==> src/rtl/paced_can_transmit_queue_assert.svh <==
// Assertion macros for the paced CAN transmit queue.
// Depends on nothing; included by the RTL files that carry checks.
`ifndef PACED_CAN_TRANSMIT_QUEUE_ASSERT_SVH
`define PACED_CAN_TRANSMIT_QUEUE_ASSERT_SVH

// Same-cycle implication, disabled during reset
`define PCTQ_ASSERT_IMP(label, clk, rst, ante, cons) \
   label: assert property (@(posedge clk) disable iff (rst) (ante) |-> (cons)) \
      else $error("pctq: same-cycle check failed");

// Next-cycle implication, disabled during reset
`define PCTQ_ASSERT_NXT(label, clk, rst, ante, cons) \
   label: assert property (@(posedge clk) disable iff (rst) (ante) |=> (cons)) \
      else $error("pctq: next-cycle check failed");

`endif

==> src/rtl/pctq_pkg.sv <==
// Shared types and constants for the paced CAN transmit queue.
// No dependencies; used by pctq_ring and paced_can_transmit_queue.
`default_nettype none

package pctq_pkg;

   // Request codes
   typedef enum logic [1:0] {
      ACT_SEND = 2'd0,
      ACT_DONE = 2'd1,
      ACT_TICK = 2'd2
   } action_type;

   // Result status codes
   typedef enum logic [1:0] {
      STAT_OK   = 2'd0,
      STAT_FULL = 2'd1,
      STAT_DROP = 2'd2
   } status_type;

   // One CAN message: header plus eight data bytes
   typedef struct packed {
      logic [28:0] id;
      logic [3:0]  len;
      logic        extended;
      logic        remote;
      logic [31:0] data_low;
      logic [31:0] data_high;
   } msg_type;

   localparam int          INTERVAL_W = 16;
   localparam int          COUNT_W    = 4;
   localparam logic [15:0] TICK_MAX   = 16'hFFFF;

endpackage

`default_nettype wire

==> src/rtl/paced_can_transmit_queue.sv <==
// Paced CAN transmit queue, top level: input stage, decision logic, result stage.
// Depends on pctq_pkg, pctq_ring and paced_can_transmit_queue_assert.svh.
//
//   channel   direction  handshake              beat
//   csr_      in         csr_valid / csr_ready  tx_interval write
//   req_      in         req_valid / req_stall  send, transmit-done or tick
//   rsp_      out        rsp_valid / rsp_stall  status, launched message, count
//
// One beat per cycle while rsp_stall lets the result drain; each result passes through
// the input register and the result register around one decision pass.
// The ring head is read from a registered memory port, one slot per cycle.
// Synchronous reset clears pointers, tick count, interval and valids; the ring
// contents are not cleared. A held rsp_stall freezes the result, then raises
// req_stall once the input register is also occupied. csr_ready stays high.
`default_nettype none

module paced_can_transmit_queue #(
   parameter int QUEUE_DEPTH = 16
) (
   input  wire         clock,
   input  wire         reset,
   // configuration
   input  wire         csr_valid,
   output logic        csr_ready,
   input  wire  [15:0] csr_tx_interval,
   // requests
   input  wire         req_valid,
   output logic        req_stall,
   input  wire  [1:0]  req_action,
   input  wire  [28:0] req_msg_id,
   input  wire  [3:0]  req_msg_len,
   input  wire         req_msg_extended,
   input  wire         req_msg_remote,
   input  wire  [31:0] req_msg_data_low,
   input  wire  [31:0] req_msg_data_high,
   input  wire         req_hw_buffer_free,
   // results
   output logic        rsp_valid,
   input  wire         rsp_stall,
   output logic [1:0]  rsp_status,
   output logic        rsp_launch,
   output logic [28:0] rsp_out_id,
   output logic [3:0]  rsp_out_len,
   output logic        rsp_out_extended,
   output logic        rsp_out_remote,
   output logic [31:0] rsp_out_data_low,
   output logic [31:0] rsp_out_data_high,
   output logic [3:0]  rsp_queued_count
);

`include "paced_can_transmit_queue_assert.svh"

   localparam int PTR_W = $clog2(QUEUE_DEPTH);
   localparam int CNT_W = (PTR_W + 1 > pctq_pkg::COUNT_W) ? PTR_W + 1 : pctq_pkg::COUNT_W;
   localparam logic [PTR_W-1:0] LAST_SLOT = PTR_W'(QUEUE_DEPTH - 1);
   localparam logic [CNT_W-1:0] DEPTH_CNT = CNT_W'(QUEUE_DEPTH);

   function automatic logic [PTR_W-1:0] next_slot(input logic [PTR_W-1:0] p);
      next_slot = (p == LAST_SLOT) ? '0 : p + 1'b1;
   endfunction

   // Control state
   logic [pctq_pkg::INTERVAL_W-1:0] interval_ff;
   logic [15:0]                     tick_ff, tick_in, tick_inc;
   logic [PTR_W-1:0]                rd_ptr_ff, rd_ptr_in;
   logic [PTR_W-1:0]                wr_ptr_ff, wr_ptr_in;

   // Input stage
   logic                   s1_valid_ff;
   pctq_pkg::action_type   s1_action_ff;
   pctq_pkg::msg_type      s1_msg_ff;
   logic                   s1_hw_free_ff;

   // Result stage
   logic                   rsp_valid_ff;
   pctq_pkg::status_type   rsp_status_ff, status_in;
   logic                   rsp_launch_ff, launch_in;
   pctq_pkg::msg_type      rsp_msg_ff, msg_in;
   logic [pctq_pkg::COUNT_W-1:0] rsp_count_ff;

   // Decision signals
   logic                   advance, empty, full, no_pace, push, pop;
   logic [CNT_W-1:0]       wr_x, rd_x, count_after;
   logic [PTR_W-1:0]       rd_addr;
   logic                   wr_en;
   pctq_pkg::msg_type      head_msg, req_msg;

   assign csr_ready = 1'b1;

   // Advance the input stage when the result register is free or draining
   assign advance   = s1_valid_ff && (!rsp_valid_ff || !rsp_stall);
   assign req_stall = s1_valid_ff && !(!rsp_valid_ff || !rsp_stall);

   assign empty    = (rd_ptr_ff == wr_ptr_ff);
   assign full     = (next_slot(wr_ptr_ff) == rd_ptr_ff);
   assign no_pace  = (interval_ff == '0);
   assign tick_inc = (tick_ff == pctq_pkg::TICK_MAX) ? tick_ff : tick_ff + 16'd1;

   assign req_msg.id        = req_msg_id;
   assign req_msg.len       = req_msg_len;
   assign req_msg.extended  = req_msg_extended;
   assign req_msg.remote    = req_msg_remote;
   assign req_msg.data_low  = req_msg_data_low;
   assign req_msg.data_high = req_msg_data_high;

   // Decide launch, refuse, drop, enqueue or dequeue for the staged beat
   always_comb begin
      status_in = pctq_pkg::STAT_OK;
      launch_in = 1'b0;
      msg_in    = '0;
      push      = 1'b0;
      pop       = 1'b0;
      tick_in   = tick_ff;
      case (s1_action_ff)
         pctq_pkg::ACT_SEND: begin
            if (no_pace && s1_hw_free_ff) begin
               launch_in = 1'b1;
               msg_in    = s1_msg_ff;
            end else if (full) begin
               status_in = pctq_pkg::STAT_FULL;
            end else begin
               push = 1'b1;
            end
         end
         pctq_pkg::ACT_DONE: begin
            if (no_pace && !empty) begin
               pop = 1'b1;
               if (s1_hw_free_ff) begin
                  launch_in = 1'b1;
                  msg_in    = head_msg;
               end else begin
                  status_in = pctq_pkg::STAT_DROP;
               end
            end
         end
         pctq_pkg::ACT_TICK: begin
            if (!no_pace) begin
               tick_in = tick_inc;
               if (tick_inc >= interval_ff) begin
                  tick_in = '0;
                  if (s1_hw_free_ff && !empty) begin
                     pop       = 1'b1;
                     launch_in = 1'b1;
                     msg_in    = head_msg;
                  end
               end
            end
         end
         default: begin
         end
      endcase
   end

   // Next pointers and occupancy after this beat
   assign wr_ptr_in = (advance && push) ? next_slot(wr_ptr_ff) : wr_ptr_ff;
   assign rd_ptr_in = (advance && pop)  ? next_slot(rd_ptr_ff) : rd_ptr_ff;

   assign wr_x        = CNT_W'(wr_ptr_in);
   assign rd_x        = CNT_W'(rd_ptr_in);
   assign count_after = (wr_x >= rd_x) ? wr_x - rd_x : wr_x + DEPTH_CNT - rd_x;

   assign wr_en   = advance && push && !reset;
   assign rd_addr = reset ? '0 : rd_ptr_in;

   pctq_ring #(
      .DEPTH(QUEUE_DEPTH)
   ) u_ring (
      .clock    (clock),
      .wr_en    (wr_en),
      .wr_addr  (wr_ptr_ff),
      .wr_msg   (s1_msg_ff),
      .rd_addr  (rd_addr),
      .head_msg (head_msg)
   );

   // Control registers
   always_ff @(posedge clock) begin
      if (reset) begin
         interval_ff  <= '0;
         tick_ff      <= '0;
         rd_ptr_ff    <= '0;
         wr_ptr_ff    <= '0;
         s1_valid_ff  <= 1'b0;
         rsp_valid_ff <= 1'b0;
      end else begin
         if (csr_valid && csr_ready) begin
            interval_ff <= csr_tx_interval;
         end
         if (!req_stall) begin
            s1_valid_ff <= req_valid;
         end
         if (advance) begin
            tick_ff      <= tick_in;
            rd_ptr_ff    <= rd_ptr_in;
            wr_ptr_ff    <= wr_ptr_in;
            rsp_valid_ff <= 1'b1;
         end else if (!rsp_stall) begin
            rsp_valid_ff <= 1'b0;
         end
      end
   end

   // Capture the request beat
   always_ff @(posedge clock) begin
      if (!req_stall) begin
         s1_action_ff  <= pctq_pkg::action_type'(req_action);
         s1_msg_ff     <= req_msg;
         s1_hw_free_ff <= req_hw_buffer_free;
      end
   end

   // Hold the result beat until it is taken
   always_ff @(posedge clock) begin
      if (advance) begin
         rsp_status_ff <= status_in;
         rsp_launch_ff <= launch_in;
         rsp_msg_ff    <= msg_in;
         rsp_count_ff  <= count_after[pctq_pkg::COUNT_W-1:0];
      end
   end

   assign rsp_valid         = rsp_valid_ff;
   assign rsp_status        = rsp_status_ff;
   assign rsp_launch        = rsp_launch_ff;
   assign rsp_out_id        = rsp_msg_ff.id;
   assign rsp_out_len       = rsp_msg_ff.len;
   assign rsp_out_extended  = rsp_msg_ff.extended;
   assign rsp_out_remote    = rsp_msg_ff.remote;
   assign rsp_out_data_low  = rsp_msg_ff.data_low;
   assign rsp_out_data_high = rsp_msg_ff.data_high;
   assign rsp_queued_count  = rsp_count_ff;

   // Checks
   `PCTQ_ASSERT_IMP(a_stall_needs_full_pipe, clock, reset, req_stall, rsp_valid_ff && rsp_stall && s1_valid_ff)
   `PCTQ_ASSERT_IMP(a_refuse_only_when_full, clock, reset, rsp_valid_ff && (rsp_status_ff == pctq_pkg::STAT_FULL), next_slot(wr_ptr_ff) == rd_ptr_ff)
   `PCTQ_ASSERT_IMP(a_no_launch_zero_msg, clock, reset, rsp_valid_ff && !rsp_launch_ff, rsp_msg_ff == '0)
   `PCTQ_ASSERT_NXT(a_pop_moves_read_ptr, clock, reset, advance && pop, rd_ptr_ff != $past(rd_ptr_ff))

endmodule

`default_nettype wire

==> src/rtl/pctq_ring.sv <==
// Message ring storage with a registered head read and write-to-read bypass.
// Depends on pctq_pkg for msg_type.
`default_nettype none

module pctq_ring #(
   parameter int DEPTH = 16
) (
   input  wire                       clock,
   input  wire                       wr_en,
   input  wire [$clog2(DEPTH)-1:0]   wr_addr,
   input  pctq_pkg::msg_type         wr_msg,
   input  wire [$clog2(DEPTH)-1:0]   rd_addr,
   output pctq_pkg::msg_type         head_msg
);

   localparam int ADDR_W = $clog2(DEPTH);

   pctq_pkg::msg_type ring_mem [DEPTH];
   pctq_pkg::msg_type rd_data_ff;
   pctq_pkg::msg_type byp_msg_ff;
   logic              byp_hit_ff;
   logic [ADDR_W-1:0] unused_chk;

   assign unused_chk = rd_addr;

   // Write the slot and read the next head location
   always_ff @(posedge clock) begin
      if (wr_en) begin
         ring_mem[wr_addr] <= wr_msg;
      end
      rd_data_ff <= ring_mem[unused_chk];
   end

   // Forward a write that lands on the slot being read
   always_ff @(posedge clock) begin
      byp_hit_ff <= wr_en && (wr_addr == rd_addr);
      byp_msg_ff <= wr_msg;
   end

   assign head_msg = byp_hit_ff ? byp_msg_ff : rd_data_ff;

endmodule

`default_nettype wire

==> config.mk <==
export PLATFORM = sky130hd
export DESIGN_NAME = paced_can_transmit_queue
export DESIGN_NICKNAME = d
export VERILOG_FILES = /design/src/rtl/pctq_pkg.sv /design/src/rtl/paced_can_transmit_queue.sv /design/src/rtl/pctq_ring.sv
export VERILOG_INCLUDE_DIRS = /design/src /design/src/rtl
export SDC_FILE = /design/constraint.sdc
export NUM_CORES = 2
export LEC_CHECK = 0
export BUFFER_PORTS_ARGS = -buffer_cell sky130_fd_sc_hd__buf_2
export CELL_PAD_IN_SITES_DETAIL_PLACEMENT = 0
export CELL_PAD_IN_SITES_GLOBAL_PLACEMENT = 1
export CORE_ASPECT_RATIO = 1.1
export CORE_MARGIN = 2
export CORE_UTILIZATION = 50
export DETAILED_ROUTE_END_ITERATION = 16
export PLACE_DENSITY_LB_ADDON = 0.1
export SYNTH_ARGS = -nofsm -noshare
export SYNTH_HDL_FRONTEND = slang
export SYNTH_HIERARCHICAL = 1
export SYNTH_SLANG_ARGS = --single-unit
==> constraint.sdc <==
create_clock -name clock -period 33.9 [get_ports clock]
set_clock_uncertainty 0.2 [all_clocks]
set_input_delay 3.39 -clock clock [delete_from_list [all_inputs] [get_ports clock]]
set_output_delay 3.39 -clock clock [all_outputs]
set_load 0.1 [all_outputs]
### After elaboration in Yosys (flattened, before gate mapping)

Memories as Yosys holds them, arrays and structs flattened. A register that Yosys moved wholly into a read port is not among the register bits.
Index checks and enable logic that the tools add are counted.

| word-level totals | value |
|---|---|
| register bits after elaboration | 350 |
| bits in latches | 0 |
| memory bits (writable) | 1584 |
| bits in read-only memories | 0 |
| input port bits | 123 |
| output and inout port bits | 109 |
| logic and storage cells | 104 |
| memories | 1 |

Memories:

| name | depth | width | read ports | clocked after Yosys merged registers in | wr ports | line | RTL |
|---|---|---|---|---|---|---|---|
| u_ring.ring_mem | 16 | 99 | 1 | 1 | 1 | pctq_ring.sv:18 | `pctq_pkg::msg_type ring_mem [DEPTH];` |

| cells by class | value |
|---|---|
| add/subtract/negate cells | 6 |
| $mul | 0 |
| divide/modulo/power cells | 0 |
| order comparisons | 2 |
| equal/unequal tests | 9 |
| shifts and indexed selects | 0 |
| multiplexer cells | 37 |
| bitwise gates (word level) | 1 |
| reductions and logical operators | 18 |

Operators by type and width:

| cell | count |
|---|---|
| two-way mux 99 bit | 7 |
| one-hot mux 99 bit (3 select lines) | 1 |
| two-way mux 16 bit | 2 |
| two-way mux 4 bit | 6 |
| adder 16 x 1 -> 16 bit, second input constant | 1 |
| equality test 16 bit, second input constant | 1 |
| >= comparator 16 bit | 1 |
| zero test 16 bit | 1 |
| two-way mux 1 bit | 16 |
| adder 4 x 1 -> 4 bit, second input constant | 3 |
| equality test 4 bit | 3 |
| logical AND 1 bit | 9 |
| equality test 4 bit, second input constant | 2 |
| subtractor 4 bit | 2 |
| zero test 1 bit | 5 |
| >= comparator 4 bit | 1 |
| two-way mux 2 bit | 2 |
| one-hot mux 2 bit (2 select lines) | 1 |
| one-hot mux 1 bit (3 select lines) | 1 |
| AND reduction 3 bit | 1 |
| equality test 2 x 1 -> 1 bit, second input constant | 1 |
| equality test 2 bit, second input constant | 1 |
| zero test 2 bit | 1 |
| inequality test 2 x 1 -> 1 bit, second input constant | 1 |
| other kinds (3) | 3 |

### Logic depth before layout (Yosys ltp)

| logic depth | value |
|---|---|
| depth in word-level cells | 12 |
| mapped depth | 25 |
| mapped depth without buffers | 19 |

### Modules after synthesis

Netlist, hierarchy kept.

Modules (own cells, without submodules):

| module | times used | cells an instance | area each (um^2) | seq. area each (um^2) |
|---|---|---|---|---|
| pctq_ring | 1 | 2752 | 64423.0 | 51549.4 |
| paced_can_transmit_queue | 1 | 771 | 10273.6 | 7086.8 |

### Worst setup path after synthesis

OpenSTA, ideal clock, no wires.

| timing path | value |
|---|---|
| kind | input to register |
| start | in rsp_stall |
| end | mem u_ring/ring_mem[0][0] (netlist name) (enable) |
| library setup time | 0.678 ns |
| arrival | 14.345 ns |
| required time | 33.022 ns |
| path slack | 18.677 ns |
| stages | 5 |
| path buffers | 0 |
| cells stage by stage | a21boi_2 -> nand4b_4 -> nor2_1 -> or3b_2 -> nor3_1 |

| between the ends | value |
|---|---|
| longest elaborated chain between the ends | 7 |

RTL lines:

| element | line | RTL |
|---|---|---|
| start: declaration | paced_can_transmit_queue.sv:39 | `input wire rsp_stall,` |
| zero test 1 bit | n/a |  |
| logical OR 1 bit | paced_can_transmit_queue.sv:91 | `assign advance = s1_valid_ff && (!rsp_valid_ff \|\| !rsp_stall);` |
| logical AND 1 bit | paced_can_transmit_queue.sv:91 |  |
| logical AND 1 bit (2 in series) | paced_can_transmit_queue.sv:162 | `assign wr_en = advance && push && !reset;` |
| via wr_en | paced_can_transmit_queue.sv:85 | `logic wr_en;` |
| two-way mux 1 bit | pctq_ring.sv:28 | `if (wr_en) begin` |
| two-way mux 1 bit (implied by the code) | pctq_ring.sv:29 | `ring_mem[wr_addr] <= wr_msg;` |
| end: declaration | pctq_ring.sv:18 |  |

The timed path passes the listed nets, and every way through them passes these cells.

### Final worst setup path

| timing path | value |
|---|---|
| start | in rsp_stall |
| end | reg, netlist name u_ring/rd_data_ff[47] |

| between the ends | value |
|---|---|
| longest elaborated chain between the ends | 6 |

RTL lines:

| element | line | RTL |
|---|---|---|
| zero test 1 bit | n/a |  |
| logical OR 1 bit | paced_can_transmit_queue.sv:91 |  |
| logical AND 1 bit | paced_can_transmit_queue.sv:91 |  |
| via advance | paced_can_transmit_queue.sv:82 | `logic advance, empty, full, no_pace, push, pop;` |
| logical AND 1 bit | paced_can_transmit_queue.sv:156 | `assign rd_ptr_in = (advance && pop) ? next_slot(rd_ptr_ff) : rd_ptr_ff;` |
| two-way mux 4 bit | paced_can_transmit_queue.sv:156 |  |
| two-way mux 4 bit | paced_can_transmit_queue.sv:163 | `assign rd_addr = reset ? '0 : rd_ptr_in;` |
| via rd_addr[1] | paced_can_transmit_queue.sv:84 | `logic [PTR_W-1:0] rd_addr;` |

The timed path passes the listed nets, and every way through them passes these cells.
A chain may end at the register's enable or synchronous reset.

==> summary.txt <==
Routing
  • Total Wirelength: 180000 um
  • Vias per cell: 6.08
  • Routed vias: 36300
  • DRC: 0
  • Initial DRC count: 3629
  • DR WL/cell: 30.2 um
  • Drt pass-1 iters: 5
  • Antenna viol nets, final: 0

Setup path
  • Most frequent CP cell: buf_4
  • Reg-to-reg startpoint: tick_ff[0]
  • CP startpoint: rsp_stall
  • Crit-path cells: buf_2, a21boi_4, buf_12, nand2_1, nor3_1, o2bb2ai_2, mux2i_1, nor2_4, buf_4, buf_4, buf_4, mux4_2, a22oi_1, nand2_1
  • Worst setup path endpoint: u_ring/rd_data_ff[47]
  • Reg2reg end: u_ring/rd_data_ff[47]
  • Crit path arrival time: 9.16 ns
  • Worst Path Buf+Inv: 5
  • Req. time, crit path: 34.40 ns
  • Kind of critical path: in -> reg
  • CP max stage delay: 0.91 ns
  • Critical path depth: 14
  • Worst path top cell family by delay: buffers and inverters
  • Slowest CP cell: buf_4
  • Flop2flop setup slack: 25.87 ns
  • CP endpoint kind: flip-flop
  • Startpoint types: primary input
  • Worst-case reg-to-reg path depth: 21
  • CP Max Fanout: 109

Flow run
  • Max cap viols: 0

Die
  • I/O pins: 232
  • Full die area: 153000 um2
  • Core Area: 148000 um2
  • Die Ht: 409 um
  • Die width: 373 um
  • Initial Util: 50.4%
  • Row Count: 148

Pwr
  • Switching pwr: 1.04 mW
  • Cell Pwr Density: 59.9 nW/um2
  • Sw frac: 20.5%
  • Worst VDD drop: 44.6 uV
  • Static Leak: 27.0 nW
  • Flop pwr share: 55.0%
  • Combinational power share: 1.9%
  • Clk network pwr share: 43.2%
  • Int Power: 4.03 mW

Global route
  • Grt total ovfl: 0
  • Vias in the first global route: 37700
  • Total Routing Usage GR: 23.9%
  • First-pass GRT wire length: 262000 um
  • Largest net degree at the start of global routing: 112
  • Initial antenna violation count: 5

STA
  • RSZ-0062 raised after global routing: false
  • F_max: 115 MHz
  • Period minus WS final: 8.66 ns
  • Worst slew margin: 19.2%
  • Final setup fails: 0
  • Final Hold Viols: 0
  • Setup TNS Final: 0 ns
  • Least-Margin Pin Slew: 1.21 ns
  • Crit share post-route: 25.5%
  • Final max-slew violation count: 0

Place
  • Buffers on Ports: 230
  • Placed insts: 5592
  • Placer congestion estimate: 0.729
  • Hpwl dp: 88200 um

Logic synthesis
  • Synth Instances: 3523
  • EDFF count, synth: 1792
  • Ys async rst share: 0%
  • Cell area after synthesis: 74700 um2
  • Sequential-to-total area share from yosys stat: 78.5%
  • Cell variety after synth: 53
  • #FFs+latches synth: 2033
  • Ys Warns: 6
  • Syn Area/Cell: 21.2 um2
  • Post-Syn Nets: 3670
  • Most used DFF post-synth: edfxtp_1

Worst hold path
  • Hold Path Class: reg -> reg

Clocking
  • Clock Sinks: 2033
  • Postcts setup bufs: 0
  • Number of hold buffers added after CTS: 0
  • CTS Buf Count: 196
  • CTS max path bufs: 3
  • CTS H-tree lvls: 4
  • CTS tree: built
  • Clock-pin slew on the worst setup and hold paths: 0.06 ns
  • Worst-Skew Late Latency: 0.83 ns
  • CTS root buf: clkbuf_16
  • Quantity of gates resized following cts: 0

Outcome
  • Status: finished clean

Finish
  • Finished Layout Cells: 5968
  • Final nets: 3987
  • Area delta synth->final: 13.3%
  • Share of cells above drive strength 1: 28.2%
## cell usage after synthesis, types with 9 or more instances
cell	instances	area [um2]
mux2i_1	18	180
a21oi_1	17	85.1
buf_4	11	82.6
inv_1	28	105
mux2_2	102	1150
dfxtp_1	241	4820
buf_2	34	170
edfxtp_1	1792	53800
nand3_1	12	60.1
nor2_1	164	616
buf_1	9	33.8
xor2_1	9	78.8
ha_1	24	300
xnor2_1	21	184
mux4_2	396	8920
clkbuf_1	108	405
a22oi_1	309	2320
buf_6	28	315
nand2_1	118	443
## layout by cell type, fill, tap and decap left out, drive strengths merged, types with 8 or more instances in the layout
master and n:
buf 309, edfxtp 1792, nor2 164, a21oi 17, clkinv 65, nand2 118
mux2 103, nand3 15, a22oi 309, xnor2 21, bufinv 19, mux4 396
xor2 9, clkbuf 274, mux2i 18, inv 37, dfxtp 241, nor3 8
ha 24, o21ai 8
## worst min path at each step
stage / from / to / slack [ns] / cells after the start
after floorplan: s1_valid_ff / rsp_valid / 0.25 / 2
after global placement: tick_ff[5] / tick_ff[5] / 0.29 / 2
after detailed placement: tick_ff[7] / tick_ff[7] / 0.32 / 2
after CTS: tick_ff[7] / tick_ff[7] / 0.33 / 2
after global routing: tick_ff[7] / tick_ff[7] / 0.36 / 2
final: tick_ff[7] / tick_ff[7] / 0.33 / 2
## final cells by class
type | count | area (um2)
Clock inverter | 100 | 1120
Inverter | 28 | 105
Timing Repair Buffer | 309 | 1820
Clock buffer | 274 | 5390
Antenna cell | 2 | 5.00
Sequential cell | 2033 | 58600
Multi-Input combinational cell | 1272 | 15100
Tap cell | 1950 | 2440
Fill cell | 10900 | 63500
## state kept, by name, indices dropped and copies added, names as in the netlist, 2 cells and up
| name | cells |
|---|---|
| u_ring/rd_data_ff | 99 |
| rsp_out_data_high | 32 |
| rsp_queued_count | 4 |
| s1_action_ff | 2 |
| rsp_out_data_low | 32 |
| interval_ff | 16 |
| u_ring/ring_mem | 1584 |
| rd_ptr_ff | 4 |
| s1_msg_ff | 99 |
| wr_ptr_ff | 4 |
| tick_ff | 16 |
| rsp_out_id | 29 |
| rsp_out_len | 4 |
| u_ring/byp_msg_ff | 99 |
| rsp_status | 2 |
## per-layer routing
| metal | track usage (%) | vias to the layer above | wire length, um |
|---|---|---|---|
| li1 | - | 15100 | - |
| met1 | 34.1 | 19600 | 76400 |
| met2 | 38.8 | 1303 | 88900 |
| met3 | 3.82 | 213 | 11700 |
| met4 | 5.77 | 4 | 3260 |
| met5 | 0 | - | 22 |
## through the flow
step	power (mW)	utilization, %	instance area [um2]	worst slack [ns]	hold WS, ns
2_1_floorplan	2.89	-	74700	18.68	0.252
3_3_place_gp	2.93	52.8	78200	24.45	0.292
3_5_place_dp	2.94	52.8	78200	24.32	0.318
4_1_cts	5.12	57.1	84700	25.22	0.326
5_1_grt	5.22	57.1	84700	24.86	0.355
6_report	5.07	57.2	84700	25.24	0.326
## cells by family (layout without fill, tap and decap cells)
family          count (synthesis)  after routing  synth area share [%]
buf+inv                       218            711                  1.49
compound gates                349            349                  3.45
flops                        2033           2033                  78.5
other cells                     1              3               0.00502
xor+xnor                       30             30                 0.352
simple gates                  349            349                  2.04
mux                           517            517                  13.7
fa+ha+maj                      26             26                 0.432
## power groups by stage
stage / combinational [mW] / sequential [mW] / clock, mW
finish: 0.0939 / 2.79 / 2.19
global placement: 0.0941 / 2.84 / 0
detailed placement: 0.0948 / 2.84 / 0
floorplan: 0.0210 / 2.87 / 0
global route: 0.0981 / 2.79 / 2.33
CTS: 0.0951 / 2.79 / 2.24
## worst min-delay path, delay by kind of cell, from the launching register on
| kind | cells | cell delay (ns) |
|---|---|---|
| DFF | 1 | 0.34 |
| AOI/OAI and AO/OA | 2 | 0.14 |
Power figures use the tool's default switching activity.
